### src/rtl/lcbt_pkg.sv
// lcbt_pkg: types and codes shared by the coherence block tracker
// no dependencies
package lcbt_pkg;

   localparam int IDX_W = 5;
   localparam int SLOTS = 1 << IDX_W;
   localparam int CNT_W = IDX_W + 1;

   typedef enum logic [3:0] {
      FN_READ_FAULT  = 4'd0,
      FN_WRITE_FAULT = 4'd1,
      FN_ACQUIRE     = 4'd2,
      FN_RELEASE     = 4'd3,
      FN_RELEASE_ALL = 4'd4,
      FN_MAP         = 4'd5,
      FN_UNMAP       = 4'd6,
      FN_TO_HOST     = 4'd7,
      FN_DELETE      = 4'd8
   } func_type;

   typedef enum logic [1:0] {
      ST_INV   = 2'd0,
      ST_RO    = 2'd1,
      ST_DIRTY = 2'd2,
      ST_HOST  = 2'd3
   } coh_state_type;

   typedef enum logic [1:0] {
      PR_NONE = 2'd0,
      PR_RO   = 2'd1,
      PR_RW   = 2'd2,
      PR_KEEP = 2'd3
   } prot_type;

   localparam logic CSR_EAGER  = 1'b0;
   localparam logic CSR_THRESH = 1'b1;

   // last field in the low bits
   typedef struct packed {
      logic                  warning;
      prot_type              protection;
      logic                  flush_to_device;
      logic                  fetch_to_host;
      coh_state_type         new_state;
      logic [IDX_W-1:0]      out_block;
   } item_type;

   typedef struct packed {
      logic             append;
      logic             drop;
      logic [IDX_W-1:0] pos;
      logic [IDX_W-1:0] blk;
   } list_cmd_type;

endpackage

### src/rtl/lazy_coherence_block_tracker_unit.sv
// lazy_coherence_block_tracker_unit: top level, event sequencer and per-block tables
// depends on lcbt_pkg and lcbt_list
//
// usage:
//   req_ channel: one beat per coherence event (func, block index, acquire write flag)
//   rsp_ channel: one or more beats per event, rsp_tlast on the final beat of an event
//   csr_ port: reg 0 eager mode, reg 1 roll threshold, write only while idle
// timing:
//   the sequencer handles one event at a time; req_tready is high only when idle
//   simple events: S_EXEC, then S_PRIM loads the result beat into the output register
//   list removal or insertion walks the dirty list in S_SEARCH, one entry a cycle, then
//   insertion passes S_ADD and both give the result beat from S_PRIM
//   each flushed or evicted block gives a result beat, one a cycle while the output is free
//   events with unknown func or block index >= NUM_BLOCKS give no beat
// reset:
//   all blocks host-only, fault counts zero, list empty, limit one, eager off, threshold 4
// stalls:
//   a result beat sits in the output register until taken; the sequencer waits on it
module lazy_coherence_block_tracker_unit #(
   parameter int NUM_BLOCKS = 32
) (
   input  logic        clock,
   input  logic        reset,
   input  logic        req_tvalid,
   output logic        req_tready,
   input  logic [15:0] req_tdata,   // func[3:0], block_index[8:4], acquire_write[9]
   output logic        rsp_tvalid,
   input  logic        rsp_tready,
   output logic [15:0] rsp_tdata,   // out_block[4:0], new_state[6:5], fetch_to_host[7],
                                    // flush_to_device[8], protection[10:9], warning[11]
   output logic        rsp_tlast,
   input  logic        csr_we,
   input  logic        csr_index,
   input  logic [7:0]  csr_wdata
);

   localparam int IW = lcbt_pkg::IDX_W;
   localparam int CW = lcbt_pkg::CNT_W;
   localparam logic [CW-1:0] NB = CW'(NUM_BLOCKS);

   typedef enum logic [5:0] {
      S_IDLE   = 6'b000001,
      S_EXEC   = 6'b000010,
      S_SEARCH = 6'b000100,
      S_ADD    = 6'b001000,
      S_PRIM   = 6'b010000,
      S_FLUSH  = 6'b100000
   } fsm_type;

   typedef enum logic [1:0] {
      M_SIMPLE = 2'd0,
      M_REMOVE = 2'd1,
      M_ADD    = 2'd2,
      M_RALL   = 2'd3
   } mode_type;

   fsm_type  state_ff, state_in;
   mode_type mode_ff, mode_in;

   lcbt_pkg::func_type   func_ff;
   logic [IW-1:0]        blk_ff;
   logic                 wr_ff;
   logic [CW-1:0]        ptr_ff, ptr_in;
   lcbt_pkg::item_type   prim_ff, prim_in;

   lcbt_pkg::coh_state_type blk_state_ff [lcbt_pkg::SLOTS];
   logic [7:0]              fault_ff     [lcbt_pkg::SLOTS];

   logic       eager_ff;
   logic [7:0] thresh_ff;
   logic [CW-1:0] limit_ff, limit_in;

   logic               rsp_valid_ff, rsp_valid_in;
   lcbt_pkg::item_type rsp_item_ff, rsp_item_in;
   logic               rsp_last_ff, rsp_last_in;

   // table write port
   logic                    st_we;
   logic [IW-1:0]           st_addr;
   lcbt_pkg::coh_state_type st_wdata;
   logic                    fc_we;
   logic [7:0]              fc_wdata;

   lcbt_pkg::list_cmd_type list_cmd;
   logic [IW-1:0] rd_blk, head_blk;
   logic [CW-1:0] count;

   lcbt_pkg::coh_state_type cur_st, head_st;
   logic [7:0]              cur_fc;
   logic                    out_free;
   logic                    evict_more;

   lcbt_list u_list (
      .clock    (clock),
      .reset    (reset),
      .cmd      (list_cmd),
      .rd_pos   (ptr_ff[IW-1:0]),
      .rd_blk   (rd_blk),
      .head_blk (head_blk),
      .count    (count)
   );

   assign cur_st     = blk_state_ff[blk_ff];
   assign cur_fc     = fault_ff[blk_ff];
   assign head_st    = blk_state_ff[head_blk];
   assign out_free   = !rsp_valid_ff || rsp_tready;
   assign evict_more = eager_ff && (count > limit_ff);

   assign req_tready = (state_ff == S_IDLE);
   assign rsp_tvalid = rsp_valid_ff;
   assign rsp_tdata  = {4'b0000, rsp_item_ff};
   assign rsp_tlast  = rsp_last_ff;

   function automatic lcbt_pkg::item_type mk_item(
      input logic [IW-1:0] b, input lcbt_pkg::coh_state_type s, input logic fe,
      input logic fl, input lcbt_pkg::prot_type p, input logic w);
      lcbt_pkg::item_type it;
      it.out_block       = b;
      it.new_state       = s;
      it.fetch_to_host   = fe;
      it.flush_to_device = fl;
      it.protection      = p;
      it.warning         = w;
      return it;
   endfunction

   always_comb begin
      state_in     = state_ff;
      mode_in      = mode_ff;
      ptr_in       = ptr_ff;
      prim_in      = prim_ff;
      limit_in     = limit_ff;
      rsp_valid_in = rsp_valid_ff && !rsp_tready;
      rsp_item_in  = rsp_item_ff;
      rsp_last_in  = rsp_last_ff;
      st_we        = 1'b0;
      st_addr      = blk_ff;
      st_wdata     = lcbt_pkg::ST_HOST;
      fc_we        = 1'b0;
      fc_wdata     = cur_fc;
      list_cmd     = '0;
      list_cmd.blk = blk_ff;

      unique case (state_ff)
         S_IDLE: begin
            if (req_tvalid && req_tdata[3:0] <= lcbt_pkg::FN_DELETE &&
                {1'b0, req_tdata[8:4]} < NB) begin
               state_in = S_EXEC;
            end
         end
         S_EXEC: begin
            ptr_in   = '0;
            mode_in  = M_SIMPLE;
            state_in = S_PRIM;
            prim_in  = mk_item(blk_ff, cur_st, 1'b0, 1'b0, lcbt_pkg::PR_KEEP, 1'b0);
            unique case (func_ff)
               lcbt_pkg::FN_READ_FAULT: begin
                  if (cur_st == lcbt_pkg::ST_HOST) begin
                     prim_in = mk_item(blk_ff, cur_st, 1'b0, 1'b0, lcbt_pkg::PR_RW, 1'b1);
                  end else if (cur_st == lcbt_pkg::ST_INV) begin
                     st_we    = 1'b1;
                     st_wdata = lcbt_pkg::ST_RO;
                     prim_in  = mk_item(blk_ff, lcbt_pkg::ST_RO, 1'b1, 1'b0,
                                        lcbt_pkg::PR_RO, 1'b0);
                  end else begin
                     prim_in = mk_item(blk_ff, cur_st, 1'b0, 1'b0, lcbt_pkg::PR_RO, 1'b0);
                  end
               end
               lcbt_pkg::FN_WRITE_FAULT: begin
                  fc_we    = (cur_fc != 8'hFF);
                  fc_wdata = cur_fc + 8'd1;
                  prim_in  = mk_item(blk_ff, lcbt_pkg::ST_DIRTY,
                                     cur_st == lcbt_pkg::ST_INV, 1'b0, lcbt_pkg::PR_RW,
                                     cur_st == lcbt_pkg::ST_HOST);
                  if (cur_st != lcbt_pkg::ST_DIRTY) begin
                     st_we    = 1'b1;
                     st_wdata = lcbt_pkg::ST_DIRTY;
                     mode_in  = M_ADD;
                     state_in = S_SEARCH;
                  end
               end
               lcbt_pkg::FN_ACQUIRE: begin
                  if ((cur_st == lcbt_pkg::ST_INV || cur_st == lcbt_pkg::ST_RO) && wr_ff) begin
                     st_we    = 1'b1;
                     st_wdata = lcbt_pkg::ST_INV;
                     prim_in  = mk_item(blk_ff, lcbt_pkg::ST_INV, 1'b0, 1'b0,
                                        lcbt_pkg::PR_NONE, 1'b0);
                  end else begin
                     prim_in = mk_item(blk_ff, cur_st, 1'b0, 1'b0, lcbt_pkg::PR_KEEP,
                                       cur_st == lcbt_pkg::ST_DIRTY);
                  end
               end
               lcbt_pkg::FN_RELEASE: begin
                  if (cur_st == lcbt_pkg::ST_DIRTY) begin
                     st_we    = 1'b1;
                     st_wdata = lcbt_pkg::ST_RO;
                     prim_in  = mk_item(blk_ff, lcbt_pkg::ST_RO, 1'b0, 1'b1,
                                        lcbt_pkg::PR_RO, 1'b0);
                     mode_in  = M_REMOVE;
                     state_in = S_SEARCH;
                  end
               end
               lcbt_pkg::FN_RELEASE_ALL: begin
                  if (eager_ff && count < limit_ff && limit_ff > CW'(1)) begin
                     limit_in = limit_ff >> 1;
                  end
                  if (count != '0) begin
                     mode_in  = M_RALL;
                     state_in = S_FLUSH;
                  end
               end
               lcbt_pkg::FN_MAP: begin
                  st_we    = 1'b1;
                  st_wdata = lcbt_pkg::ST_DIRTY;
                  prim_in  = mk_item(blk_ff, lcbt_pkg::ST_DIRTY, 1'b0, 1'b0,
                                     lcbt_pkg::PR_KEEP, 1'b0);
                  mode_in  = M_ADD;
                  state_in = S_SEARCH;
               end
               lcbt_pkg::FN_UNMAP: begin
                  st_we    = 1'b1;
                  st_wdata = lcbt_pkg::ST_HOST;
                  prim_in  = mk_item(blk_ff, lcbt_pkg::ST_HOST, cur_st == lcbt_pkg::ST_INV,
                                     1'b0, lcbt_pkg::PR_RW, 1'b0);
                  mode_in  = M_REMOVE;
                  state_in = S_SEARCH;
               end
               lcbt_pkg::FN_TO_HOST: begin
                  if (cur_st == lcbt_pkg::ST_INV) begin
                     st_we    = 1'b1;
                     st_wdata = lcbt_pkg::ST_RO;
                     prim_in  = mk_item(blk_ff, lcbt_pkg::ST_RO, 1'b1, 1'b0,
                                        lcbt_pkg::PR_RO, 1'b0);
                  end
               end
               lcbt_pkg::FN_DELETE: begin
                  mode_in  = M_REMOVE;
                  state_in = S_SEARCH;
               end
               default: begin
                  state_in = S_IDLE;
               end
            endcase
         end
         S_SEARCH: begin
            // one compare per cycle along the list
            if (ptr_ff >= count) begin
               if (mode_ff == M_ADD) begin
                  list_cmd.append = 1'b1;
                  state_in        = S_ADD;
               end else begin
                  state_in = S_PRIM;
               end
            end else if (rd_blk == blk_ff) begin
               if (mode_ff == M_ADD) begin
                  state_in = S_ADD;
               end else begin
                  list_cmd.drop = 1'b1;
                  list_cmd.pos  = ptr_ff[IW-1:0];
                  state_in      = S_PRIM;
               end
            end else begin
               ptr_in = ptr_ff + 1'b1;
            end
         end
         S_ADD: begin
            if (eager_ff && cur_fc >= thresh_ff) begin
               fc_we    = 1'b1;
               fc_wdata = 8'd0;
               if (limit_ff < NB) begin
                  limit_in = limit_ff + 1'b1;
               end
            end
            state_in = S_PRIM;
         end
         S_PRIM: begin
            if (out_free) begin
               rsp_valid_in = 1'b1;
               rsp_item_in  = prim_ff;
               if (mode_ff == M_ADD && evict_more) begin
                  rsp_last_in = 1'b0;
                  state_in    = S_FLUSH;
               end else begin
                  rsp_last_in = 1'b1;
                  state_in    = S_IDLE;
               end
            end
         end
         S_FLUSH: begin
            if (out_free) begin
               list_cmd.drop = 1'b1;
               list_cmd.pos  = '0;
               rsp_valid_in  = 1'b1;
               st_addr       = head_blk;
               if (head_st == lcbt_pkg::ST_DIRTY) begin
                  st_we       = 1'b1;
                  st_wdata    = lcbt_pkg::ST_RO;
                  rsp_item_in = mk_item(head_blk, lcbt_pkg::ST_RO, 1'b0, 1'b1,
                                        lcbt_pkg::PR_RO, 1'b0);
               end else begin
                  rsp_item_in = mk_item(head_blk, head_st, 1'b0, 1'b0,
                                        lcbt_pkg::PR_KEEP, 1'b0);
               end
               if (mode_ff == M_RALL) begin
                  rsp_last_in = (count == CW'(1));
               end else begin
                  rsp_last_in = ((count - CW'(1)) <= limit_ff);
               end
               if (rsp_last_in) begin
                  state_in = S_IDLE;
               end
            end
         end
         default: begin
            state_in = S_IDLE;
         end
      endcase
   end

   always_ff @(posedge clock) begin
      if (reset) begin
         state_ff     <= S_IDLE;
         mode_ff      <= M_SIMPLE;
         rsp_valid_ff <= 1'b0;
         limit_ff     <= CW'(1);
         eager_ff     <= 1'b0;
         thresh_ff    <= 8'd4;
         for (int i = 0; i < lcbt_pkg::SLOTS; i++) begin
            blk_state_ff[i] <= lcbt_pkg::ST_HOST;
            fault_ff[i]     <= 8'd0;
         end
      end else begin
         state_ff     <= state_in;
         mode_ff      <= mode_in;
         rsp_valid_ff <= rsp_valid_in;
         limit_ff     <= limit_in;
         if (csr_we) begin
            unique case (csr_index)
               lcbt_pkg::CSR_EAGER:  eager_ff  <= csr_wdata[0];
               lcbt_pkg::CSR_THRESH: thresh_ff <= csr_wdata;
               default: ;
            endcase
         end
         if (st_we) begin
            blk_state_ff[st_addr] <= st_wdata;
         end
         if (fc_we) begin
            fault_ff[blk_ff] <= fc_wdata;
         end
      end
   end

   always_ff @(posedge clock) begin
      if (state_ff == S_IDLE) begin
         func_ff <= lcbt_pkg::func_type'(req_tdata[3:0]);
         blk_ff  <= req_tdata[8:4];
         wr_ff   <= req_tdata[9];
      end
      ptr_ff      <= ptr_in;
      prim_ff     <= prim_in;
      rsp_item_ff <= rsp_item_in;
      rsp_last_ff <= rsp_last_in;
   end

endmodule

### src/rtl/lcbt_list.sv
// lcbt_list: ordered dirty list, oldest entry at slot zero
// depends on lcbt_pkg
module lcbt_list (
   input  logic                       clock,
   input  logic                       reset,
   input  lcbt_pkg::list_cmd_type     cmd,
   input  logic [lcbt_pkg::IDX_W-1:0] rd_pos,
   output logic [lcbt_pkg::IDX_W-1:0] rd_blk,
   output logic [lcbt_pkg::IDX_W-1:0] head_blk,
   output logic [lcbt_pkg::CNT_W-1:0] count
);

   logic [lcbt_pkg::IDX_W-1:0] entry_ff [lcbt_pkg::SLOTS];
   logic [lcbt_pkg::CNT_W-1:0] count_ff;
   logic [lcbt_pkg::CNT_W-1:0] count_in;

   assign rd_blk   = entry_ff[rd_pos];
   assign head_blk = entry_ff[0];
   assign count    = count_ff;

   always_comb begin
      count_in = count_ff;
      if (cmd.drop && count_ff != '0) begin
         count_in = count_ff - 1'b1;
      end else if (cmd.append && count_ff < lcbt_pkg::CNT_W'(lcbt_pkg::SLOTS)) begin
         count_in = count_ff + 1'b1;
      end
   end

   always_ff @(posedge clock) begin
      if (reset) begin
         count_ff <= '0;
      end else begin
         count_ff <= count_in;
      end
   end

   // entries need no reset: only the first count_ff are read
   always_ff @(posedge clock) begin
      if (cmd.drop) begin
         for (int i = 0; i < lcbt_pkg::SLOTS - 1; i++) begin
            if (lcbt_pkg::IDX_W'(i) >= cmd.pos) begin
               entry_ff[i] <= entry_ff[i+1];
            end
         end
      end else if (cmd.append && count_ff < lcbt_pkg::CNT_W'(lcbt_pkg::SLOTS)) begin
         entry_ff[count_ff[lcbt_pkg::IDX_W-1:0]] <= cmd.blk;
      end
   end

endmodule

### config.mk
export PLATFORM = sky130hd
export DESIGN_NAME = lazy_coherence_block_tracker_unit
export DESIGN_NICKNAME = d
export VERILOG_FILES = /design/src/rtl/lcbt_pkg.sv /design/src/rtl/lazy_coherence_block_tracker_unit.sv /design/src/rtl/lcbt_list.sv
export SDC_FILE = /design/constraint.sdc
export NUM_CORES = 1
export LEC_CHECK = 0
export ABC_AREA = 1
export CORE_MARGIN = 4
export CORE_UTILIZATION = 55
export DETAILED_ROUTE_END_ITERATION = 8
export DONT_BUFFER_PORTS = 1
export GPL_TIMING_DRIVEN = 1
export PLACE_DENSITY = 0.67
export SLEW_MARGIN = 20
export SYNTH_ARGS = -nofsm -noshare
export SYNTH_HDL_FRONTEND = slang
export SYNTH_SLANG_ARGS = --single-unit
### constraint.sdc
create_clock -name clock -period 6.6 [get_ports clock]
set_input_delay 0.33 -clock clock [delete_from_list [all_inputs] [get_ports clock]]
set_output_delay 0.33 -clock clock [all_outputs]
set_load 0.01 [all_outputs]
; ---- After elaboration in Yosys (flattened, before gate mapping)
; Memory sizes are Yosys's and may differ from the RTL's. A register that Yosys moved wholly into a read port is not among the register bits.
; Index checks and enable logic that the tools add are counted.
[op_classes]
muxes = 196
bitwise = 1
div_mod_pow = 0
magnitude_cmp = 40
eq_ne = 35
multipliers = 0
n_shift = 0
addsub = 5
reduce_logical = 35
[ops]
columns = operator, count
row1 = two-way mux 1 bit, 129
row2 = two-way mux 6 bit, 20
row3 = one-hot mux 12 bit (7 select lines), 1
row4 = >= comparator 5 bit (first input constant), 15
row5 = two-way mux 5 bit, 12
row6 = two-way mux 12 bit, 4
row7 = >= comparator 4 x 5 -> 1 bit (first input constant), 8
row8 = one-hot mux 6 bit (2 select lines), 3
row9 = one-hot mux 6 bit (6 select lines), 1
row10 = two-way mux 11 bit, 3
row11 = two-way mux 8 bit, 4
row12 = one-hot mux 6 bit (5 select lines), 1
row13 = one-hot mux 12 bit (2 select lines), 1
row14 = >= comparator 3 x 5 -> 1 bit (first input constant), 4
row15 = adder 6 x 1 -> 6 bit (second input constant), 3
row16 = two-way mux 2 bit, 9
row17 = == test 4 x 3 -> 1 bit (second input constant), 4
row18 = inequality test 2 bit (second input constant), 8
row19 = one-hot mux 8 bit (2 select lines), 1
row20 = == test 6 x 1 -> 1 bit (second input constant), 2
row21 = < comparator 6 bit (second input constant), 2
row22 = one-hot mux 2 bit (6 select lines), 1
row23 = == test 2 bit (second input constant), 5
row24 = >= comparator 1 x 5 -> 1 bit (first input constant), 2
row25 = other kinds (42), 69
[totals]
mem_count = 3
ramBits = 480
romBits = 0
latchBits = 0
wordCells = 339
ff_bits = 71
[memory_table]
columns = memory, words, width, read_ports, rd_ports_with_merged_regs, write_ports, line_no
row1 = fault_ff, 32, 8, 1, 1, 32, lazy_coherence_block_tracker_unit.sv:67  ; logic [7:0] fault_ff [lcbt_pkg::SLOTS];
row2 = u_list.entry_ff, 32, 5, 33, 1, 31, lcbt_list.sv:13  ; logic [lcbt_pkg::IDX_W-1:0] entry_ff [lcbt_pkg::SLOTS];
row3 = blk_state_ff, 32, 2, 2, 1, 32, lazy_coherence_block_tracker_unit.sv:66  ; lcbt_pkg::coh_state_type blk_state_ff [lcbt_pkg::SLOTS];

; ---- Depth between registers and ports, before layout
; Gate-level depths: netlist of run 1.
[depth]
ltp_word = 11
depth_mapped = 26
depth_no_buf = 22

; ---- Cells and area by module
; From an unflattened synthesis of run 1, not the netlist that was laid out.
[hier_totals]
hier_cells = 3454
hier_area_um2 = 29968.7
[by_module_without_submodules]
columns = mod, seq_area_each_um2, area_per_inst_um2, cells_per_inst, instances
row1 = lazy_coherence_block_tracker_unit, 11421.0, 20961.4, 2362, 1
row2 = lcbt_list, 4924.7, 9007.4, 1092, 1

; ---- Least setup slack after synthesis of run 1
; Ideal clock, no wire load.
[synth_timing]
kind = flip-flop to flip-flop
from = reg with a tool-made name
to = mem fault_ff[18][0], enable pin
stages_incl_launch_ff = 25
arrival_time_ns = 3.002
setup_slack_ns = 3.269
path_cell_list = dfxtp_1 buf_6 inv_4 buf_6 buf_6 o21ai_1 o211ai_1 nand3_1 nand2_1 o21ai_2 inv_1 ha_1 nand2_1 o21ai_0 nand2_1 o2111ai_1 nand2_1 inv_1 nand2_1 nand2_2 nand2_4 nor2_8 buf_12 nand3_4 nand2_1
[synth_rtl]
columns = item, line_no
row1 = "end, declared", lazy_coherence_block_tracker_unit.sv:67

==> results of run 1 <==
==> worst register-to-register path, cell delays in order, from the launching register on <==
cell and delay (ps):
sky130_fd_sc_hd__dfxtp_4 360, sky130_fd_sc_hd__inv_4 690, sky130_fd_sc_hd__buf_4 610, sky130_fd_sc_hd__o21ai_0 150, sky130_fd_sc_hd__o221ai_1 200, sky130_fd_sc_hd__nand3_1 110, sky130_fd_sc_hd__nand3_1 100, sky130_fd_sc_hd__nand2_1 160
sky130_fd_sc_hd__inv_1 190, sky130_fd_sc_hd__ha_1 170, sky130_fd_sc_hd__nand2_1 70, sky130_fd_sc_hd__nor2_1 120, sky130_fd_sc_hd__nand4_1 90, sky130_fd_sc_hd__o2111ai_1 200, sky130_fd_sc_hd__nand2_1 90, sky130_fd_sc_hd__inv_1 80
sky130_fd_sc_hd__nand2_1 120, sky130_fd_sc_hd__nand2_2 120, sky130_fd_sc_hd__nand2_4 110, sky130_fd_sc_hd__nor2_8 470, sky130_fd_sc_hd__nand3_2 290, sky130_fd_sc_hd__nand2_1 370
==> cell families after synthesis <==
logic type               after synthesis  share of synthesized area
other                                  1                   0.000127
flip-flops                           561                      0.557
buffers and inverters                381                     0.0612
AND/OR/NAND/NOR                     1741                      0.257
XOR/XNOR                               9                    0.00267
adder cells (fa/ha/maj)               35                     0.0148
AO/OA/AOI/OAI                        560                      0.107
==> cell type report <==
class | instances | area, um^2
inverter | 153 | 582
tap | 688 | 861
antenna | 1 | 2.50
clock inverter | 38 | 262
fill | 4540 | 21400
sequential | 561 | 16500
timing repair buffer | 55 | 460
multi-input combinational | 2349 | 11300
clock buffer | 74 | 1550
==> state kept, by name, indices dropped and copies added, names as in the netlist, named ones only <==
register         count
fault_ff           256
mode_ff              2
wr_ff                1
prim_ff             12
state_ff             6
u_list.entry_ff    160
rsp_tvalid           1
blk_state_ff        64
eager_ff             1
ptr_ff               6
func_ff              4
u_list.count         6
blk_ff               5
rsp_tlast            1
rsp_tdata           12
limit_ff             6
thresh_ff            8
==> placed cells by master (no fill, tap or decap), types with 19 or more instances in the layout <==
cell type / n
sky130_fd_sc_hd__dfxtp_1: 37
sky130_fd_sc_hd__nand3_1: 329
sky130_fd_sc_hd__ha_1: 35
sky130_fd_sc_hd__dlygate4sd3_1: 19
sky130_fd_sc_hd__clkbuf_16: 59
sky130_fd_sc_hd__buf_4: 36
sky130_fd_sc_hd__o21ai_0: 367
sky130_fd_sc_hd__nand2_1: 770
sky130_fd_sc_hd__nor2_1: 519
sky130_fd_sc_hd__o211ai_1: 24
sky130_fd_sc_hd__nor2_2: 32
sky130_fd_sc_hd__edfxtp_1: 521
sky130_fd_sc_hd__a21oi_1: 47
sky130_fd_sc_hd__o21ai_1: 31
sky130_fd_sc_hd__o221ai_1: 61
sky130_fd_sc_hd__inv_1: 136
sky130_fd_sc_hd__nand3_4: 20
==> path summary, 6_finish.rpt <==
| path | cells past startpoint | to | from |
|---|---|---|---|
| max reg2reg | 21 | fault_ff[9][6] | register |
| min | 2 | thresh_ff[7] | csr_wdata[7] |
| min reg2reg | 2 | mode_ff[1] | mode_ff[1] |
| max | 21 | fault_ff[9][6] | register |
==> through the flow <==
step | setup WS, ps | util | std cells
floorplan | 3270 | - | 3291
global placement | 1560 | 0.558 | 3787
detailed placement | 1430 | 0.558 | 3787
CTS | 1470 | 0.596 | 3918
global route | 1040 | 0.596 | 3918
finish | 1430 | 0.596 | 3919
==> routing by layer <==
| metal | GRT usage | wire, um | share of wire |
|---|---|---|---|
| met3 | 0.0586 | 8960 | 0.11 |
| met1 | 0.405 | 34300 | 0.41 |
| met4 | 0.0920 | 2580 | 0.031 |
| met2 | 0.460 | 38400 | 0.46 |
| met5 | 0 | 0 | 0 |
==> repair_timing <==
action                                 CTS  global route
gates resized for setup                  0             0
setup buffers                            0             0
endpoints found under the hold margin   31             0
hold buffers                            19             0
==> report_power, final <==
group | leakage, nW | total, W | switching (W) | internal, W
clock network | 0.882 | 0.00317 | 0.00145 | 0.00172
logic | 6.03 | 0.00338 | 0.00266 | 0.000728
registers | 5.22 | 0.00408 | 0.0000944 | 0.00398
==> Implementation_results.wiki, run 1 <==
{| class="wikitable"
! Metric !! Value
|-
| Buffers from clock root to sink, at most || 3
|-
| Result of the run || finished clean
|-
| Top cells by area in the synthesized netlist || sky130_fd_sc_hd__edfxtp_1 53%, sky130_fd_sc_hd__nand2_1 9.8%, sky130_fd_sc_hd__nor2_1 6.6%, sky130_fd_sc_hd__o21ai_0 6.2%, sky130_fd_sc_hd__nand3_1 5.6%
|-
| Total Nets Final || 3244
|-
| Post-synthesis area per instance || 8.98 um^2
|-
| Sum of negative setup slack || 0 ps
|-
| IO Pins || 49
|-
| Setup slack of the worst register-to-register path || 1430 ps
|-
| Leading cell types by count after synthesis || 770 x sky130_fd_sc_hd__nand2_1, 521 x sky130_fd_sc_hd__edfxtp_1, 521 x sky130_fd_sc_hd__nor2_1
|-
| Detailed Place HPWL || between 50000 and 60000 um
|-
| Clock tree root buffer cell || sky130_fd_sc_hd__clkbuf_16
|-
| Sink count of the clock tree || 561
|-
| Via count of the routed design || between 20000 and 25000
|-
| Cells along the critical path || inv_4 > buf_4 > o21ai_0 > o221ai_1 > nand3_1 > nand3_1 > nand2_1 > inv_1 > ha_1 > nand2_1 > nor2_1 > nand4_1 > o2111ai_1 > nand2_1 > inv_1 > nand2_1 > nand2_2 > nand2_4 > nor2_8 > nand3_2 > nand2_1
|-
| Aggregate global routing overflow || 0
|-
| P per Cell Area || between 300 and 400 nW/um^2
|-
| Core Area || 52900 um^2
|-
| Crit. End Element || register
|-
| Number of max-capacitance violations reported || 0
|-
| Wire length of the first global-routing pass || 130000 um
|-
| Floorplan row count || 84
|-
| Total count of hold-check failures in the final report || 0
|-
| Height of the die || 240 um
|-
| Crit Path Max Fanout || 97
|-
| # setup viols final || 0
|-
| Critical path start-end classification || register to register
|-
| Die area || approximately 57000 um^2
|-
| Highest cell delay on the worst timing path || 690 ps
|-
| Min Tclk post-route || 5170 ps
|-
| CP max stage cell || sky130_fd_sc_hd__inv_4
|-
| Max VDD drop || 0.259 mV
|-
| Die Wd || ~240 um
|-
| Initial core utilization || 0.559
|-
| Crit start category || register
|-
| Share of post-route cells with drive strength above 1 || 0.0709
|-
| DRC violations left || 0
|-
| Number of global-route vias before repair || 22800
|-
| Worst endpoint required time || just under 7000 ps
|-
| Detailed Route Iter0 Violations || 3282
|-
| Count of synthesis-stage warnings from yosys || 0
|-
| Global Route Usage Sum || 0.290
|-
| Endpoint arrival time on the critical path || about 5500 ps
|-
| Clock insertion delay at the later pin of the skew report || between 600 and 700 ps
|-
| Cell accounting for the most synthesized area || sky130_fd_sc_hd__edfxtp_1
|-
| Final Cycle Share || 0.784
|-
| Unrepaired setup endpoints after global routing || false
|-
| Number of buffers and inverters on the critical path || 4
|-
| Total Power Consumption || 0.0106 W
|-
| Post-detailed-route wirelength per cell || about 21 um
|-
| Area after DPL || approximately 29000 um^2
|-
| Placer Congestion || about 0.93
|-
| Dominant cell by count in the synthesized netlist || sky130_fd_sc_hd__nand2_1
|-
| Largest net degree at the start of global routing || 98
|-
| Detailed Routing Iterations Pass 1 || 6
|-
| Slew Limit Headroom || 0.230
|-
| Flip-flop and latch count after synthesis || about 560
|-
| Number of enable flip-flop cells after synthesis || 521
|-
| Area Overhead vs Synth || 6.65%
|-
| Number of instances in the synthesized netlist || 3288
|-
| Number of antenna-violating nets in the routed design || 0
|-
| Leading register cell type out of synthesis || sky130_fd_sc_hd__edfxtp_1
|-
| Sequential element share of the synthesized area || 0.557
|-
| Area of all placed cells without fillers || 31500 um^2
|-
| Number of CTS-inserted buffers || 59
|-
| Vias per std cell || around 6.1
|-
| Share of synthesized registers carrying an async set or reset || 0
|-
| Clock edge transition at the registers on the reported setup and hold paths || 60 ps
|-
| Worst hold slack after final layout || 32.4 ps
|-
| Number of buffers inserted by port buffering || 0
|-
| Area share of the leading cell type in the synthesized netlist || 0.530
|-
| Final WL || roughly 84000 um
|-
| Initial antenna violation count || 0
|-
| Unique masters post-synth || 51
|-
| Area of the mapped netlist || between 20000 and 30000 um^2
|-
| Top Family by Delay on Critical Path || simple AND/OR/NAND/NOR gates
|-
| H-tree lvl count || 2
|-
| Peak clock frequency supported by timing || about 190 MHz
|-
| Number of max-slew violations in the final report || 0
|-
| Clock Skew || roughly 28 ps
|-
| Slew at the pin closest to its max-slew limit || approximately 1200 ps
|-
| Leakage power of the design || 12.1 nW
|-
| Path class of the lowest-slack min-delay path || input pin to register
|-
| TritonCTS clock tree || yes
|-
| Critical path's most frequent cell || sky130_fd_sc_hd__nand2_1
|}
Power figures use the tool's default switching activity.
==> run 2: changes to the inputs <==
==> constraint.sdc (replaced) <==
create_clock -name clock -period 5.05 [get_ports clock]
set_input_delay 0.2525 -clock clock [delete_from_list [all_inputs] [get_ports clock]]
set_output_delay 0.2525 -clock clock [all_outputs]
set_load 0.01 [all_outputs]
==> Implementation_results.wiki, run 2 (same netlist as run 1, synthesis figures left out) <==
{| class="wikitable"
! Metric !! Value
|-
| Number of buffers and inverters on the critical path || 5 (was 4)
|-
| P per Cell Area || 444 nW/um^2 (was 338 nW/um^2)
|-
| Result of the run || finished clean (unchanged)
|-
| Most common cell after layout, fill and taps aside || sky130_fd_sc_hd__nand2_1 (unchanged)
|-
| Worst hold slack after final layout || 29.8 ps (was 32.4 ps)
|-
| Wire length of the first global-routing pass || 129000 um (was 130000 um)
|-
| TritonCTS clock tree || yes (unchanged)
|-
| Final WL || 83200 um (was 84200 um)
|-
| Post-detailed-route wirelength per cell || 21.1 um (was 21.5 um)
|-
| Most used cells in the layout excluding fill and tap cells || 770 x sky130_fd_sc_hd__nand2_1, 521 x sky130_fd_sc_hd__edfxtp_1, 519 x sky130_fd_sc_hd__nor2_1, 367 x sky130_fd_sc_hd__o21ai_0, 329 x sky130_fd_sc_hd__nand3_1 (unchanged)
|-
| Slew Limit Headroom || 0.299 (was 0.230)
|-
| Total Power Consumption || 0.0142 W (was 0.0106 W)
|-
| Crit start category || register (unchanged)
|-
| Sink count of the clock tree || 561 (unchanged)
|-
| Sum of negative setup slack || 0 ps (unchanged)
|-
| Min Tclk post-route || 4610 ps (was 5170 ps)
|-
| # resized after CTS || 0 (unchanged)
|-
| Critical path start-end classification || register to register (unchanged)
|-
| Area of all placed cells without fillers || 32000 um^2 (was 31500 um^2)
|-
| Max VDD drop || 0.362 mV (was 0.259 mV)
|-
| Worst endpoint required time || 5350 ps (was 6930 ps)
|-
| Height of the die || 240 um (unchanged)
|-
| Worst reg-to-reg path cell count || 22 (was 21)
|-
| Critical path's most frequent cell || sky130_fd_sc_hd__nand2_1 (unchanged)
|-
| Largest register FFs || 256 (unchanged)
|-
| Crit. End Element || register (unchanged)
|-
| Initial antenna violation count || 2 (was 0)
|-
| Buffers from clock root to sink, at most || 3 (unchanged)
|-
| Placer Congestion || 0.944 (was 0.934)
|-
| Clock tree root buffer cell || sky130_fd_sc_hd__clkbuf_16 (unchanged)
|-
| Detailed route wirelength on metal2 || 39900 um (was 38400 um)
|-
| Number of max-capacitance violations reported || 0 (unchanged)
|-
| Number of CTS-inserted buffers || 58 (was 59)
|-
| IO Pins || 49 (unchanged)
|-
| Number of max-slew violations in the final report || 0 (unchanged)
|-
| Aggregate global routing overflow || 0 (unchanged)
|-
| Detailed Routing Iterations Pass 1 || 6 (unchanged)
|-
| Via count of the routed design || 24000 (was 24100)
|-
| Register with the most flip-flops || fault_ff (unchanged)
|-
| Crit Path Max Fanout || 128 (was 97)
|-
| Clock edge transition at the registers on the reported setup and hold paths || 60 ps (about the same)
|-
| Endpoint of the worst-slack reg-to-reg timing path || fault_ff[11][2] (was fault_ff[9][6])
|-
| Core Area || 52900 um^2 (unchanged)
|-
| Path class of the lowest-slack min-delay path || input pin to register (unchanged)
|-
| Detailed Place HPWL || 54200 um (was 54500 um)
|-
| Highest cell delay on the worst timing path || 450 ps (was 690 ps)
|-
| Largest net degree at the start of global routing || 129 (was 98)
|-
| CP max stage cell || sky130_fd_sc_hd__dfxtp_4 (was sky130_fd_sc_hd__inv_4)
|-
| Area after DPL || 29800 um^2 (was 29500 um^2)
|-
| # setup viols final || 0 (unchanged)
|-
| Die Wd || 240 um (unchanged)
|-
| Worst hold path depth || 2 (unchanged)
|-
| Initial core utilization || 0.559 (unchanged)
|-
| Cells along the critical path || inv_4 > buf_12 > o21ai_0 > o221ai_1 > nand3_1 > nand3_1 > nand2_1 > inv_1 > ha_1 > nand2_1 > nor2_1 > nand4_1 > o2111ai_1 > nand2_1 > inv_1 > nand2_1 > nand2_2 > nand2_4 > nor2_8 > buf_12 > nand3_2 > nand2_1 (was inv_4 > buf_4 > o21ai_0 > o221ai_1 > nand3_1 > nand3_1 > nand2_1 > inv_1 > ha_1 > nand2_1 > nor2_1 > nand4_1 > o2111ai_1 > nand2_1 > inv_1 > nand2_1 > nand2_2 > nand2_4 > nor2_8 > nand3_2 > nand2_1)
|-
| Hold Path Origin || csr_wdata[1] (was csr_wdata[7])
|-
| Global Route Usage Sum || 0.286 (was 0.290)
|-
| Detail Route met3 WL || 7680 um (was 8960 um)
|-
| Leakage power of the design || 12.4 nW (was 12.1 nW)
|-
| Final Cycle Share || 0.913 (was 0.784)
|-
| Die area || 57500 um^2 (unchanged)
|-
| Total Nets Final || 3272 (was 3244)
|-
| Detailed Route Iter0 Violations || 2765 (was 3282)
|-
| End point of the most critical hold path || thresh_ff[1] (was thresh_ff[7])
|-
| Met1 wire length || 33100 um (was 34300 um)
|-
| Peak clock frequency supported by timing || 217 MHz (was 193 MHz)
|-
| H-tree lvl count || 2 (unchanged)
|-
| Clock insertion delay at the later pin of the skew report || 640 ps (was 660 ps)
|-
| Clock Skew || 27.3 ps (was 28.4 ps)
|-
| Registers with the most flip-flops || fault_ff x256, u_list.entry_ff x160, blk_state_ff x64 (unchanged)
|-
| Share of post-route cells with drive strength above 1 || 0.0783 (was 0.0709)
|-
| DRC violations left || 0 (unchanged)
|-
| Number of buffers inserted by port buffering || 0 (unchanged)
|-
| Vias per std cell || 6.07 (was 6.15)
|-
| Top routing layer in use || met5 (was met4)
|-
| Number of antenna-violating nets in the routed design || 0 (unchanged)
|-
| Top Family by Delay on Critical Path || simple AND/OR/NAND/NOR gates (unchanged)
|-
| Number of global-route vias before repair || 22800 (about the same)
|-
| Floorplan row count || 84 (unchanged)
|-
| Setup slack of the worst register-to-register path || 440 ps (was 1430 ps)
|-
| Area Overhead vs Synth || 8.20% (was 6.65%)
|-
| Unrepaired setup endpoints after global routing || false (unchanged)
|-
| Endpoint arrival time on the critical path || 4910 ps (was 5500 ps)
|-
| Total count of hold-check failures in the final report || 0 (unchanged)
|-
| Final core occ || 0.604 (was 0.596)
|-
| Slew at the pin closest to its max-slew limit || 1050 ps (was 1150 ps)
|}
==> run 2: changes by cell type in the layout (fill, tap and decap cells not counted), sizes merged <==
cell and delta:
buf +24, dlygate4sd3 +5, clkinvlp -3, clkbuf -1
bufinv +4, inv -2
==> run 2: report_power, final <==
| group | internal [W] | switching [W] |
|---|---|---|
| sequential | 0.00521 | 0.000126 |
| combinational | 0.00109 | 0.00342 |
| clock | 0.00245 | 0.00189 |
==> run 2: area by class of cell <==
cell class | count | area (um^2)
Inverter | 153 | 582
Timing Repair Buffer | 84 | 828
Sequential cell | 561 | 16500
Clock buffer | 73 | 1560
Fill cell | 4520 | 20900
Multi-Input combinational cell | 2349 | 11300
Tap cell | 688 | 861
Clock inverter | 37 | 354
Antenna cell | 1 | 2.50
==> run 2: what timing repair did <==
| action | CTS | global route |
|---|---|---|
| endpoints found under the hold margin | 35 | 0 |
| hold buffers | 24 | 0 |
| buffers inserted | 0 | 0 |
==> run 2: worst max path at each step <==
stage	end	slack [ps]	depth (start not counted)
after floorplan	fault_ff[18][0]	1720	24
after global placement	fault_ff[17][6]	660	22
after detailed placement	fault_ff[11][6]	520	22
after CTS	fault_ff[11][7]	520	22
after global routing	fault_ff[11][7]	120	22
final	fault_ff[11][2]	440	22
==> run 2: routing by layer <==
layer  up-vias  GRT usage
met2      1249      0.472
met5         -          0
met3       184     0.0474
li1      11200          -
met1     11400      0.390
met4         2     0.0906
==> run 2: stage by stage <==
step / cells / worst slack (ps)
global placement: 3811 / 660
floorplan: 3291 / 1720
global route: 3946 / 115
detailed placement: 3811 / 521
CTS: 3945 / 521
finish: 3946 / 442
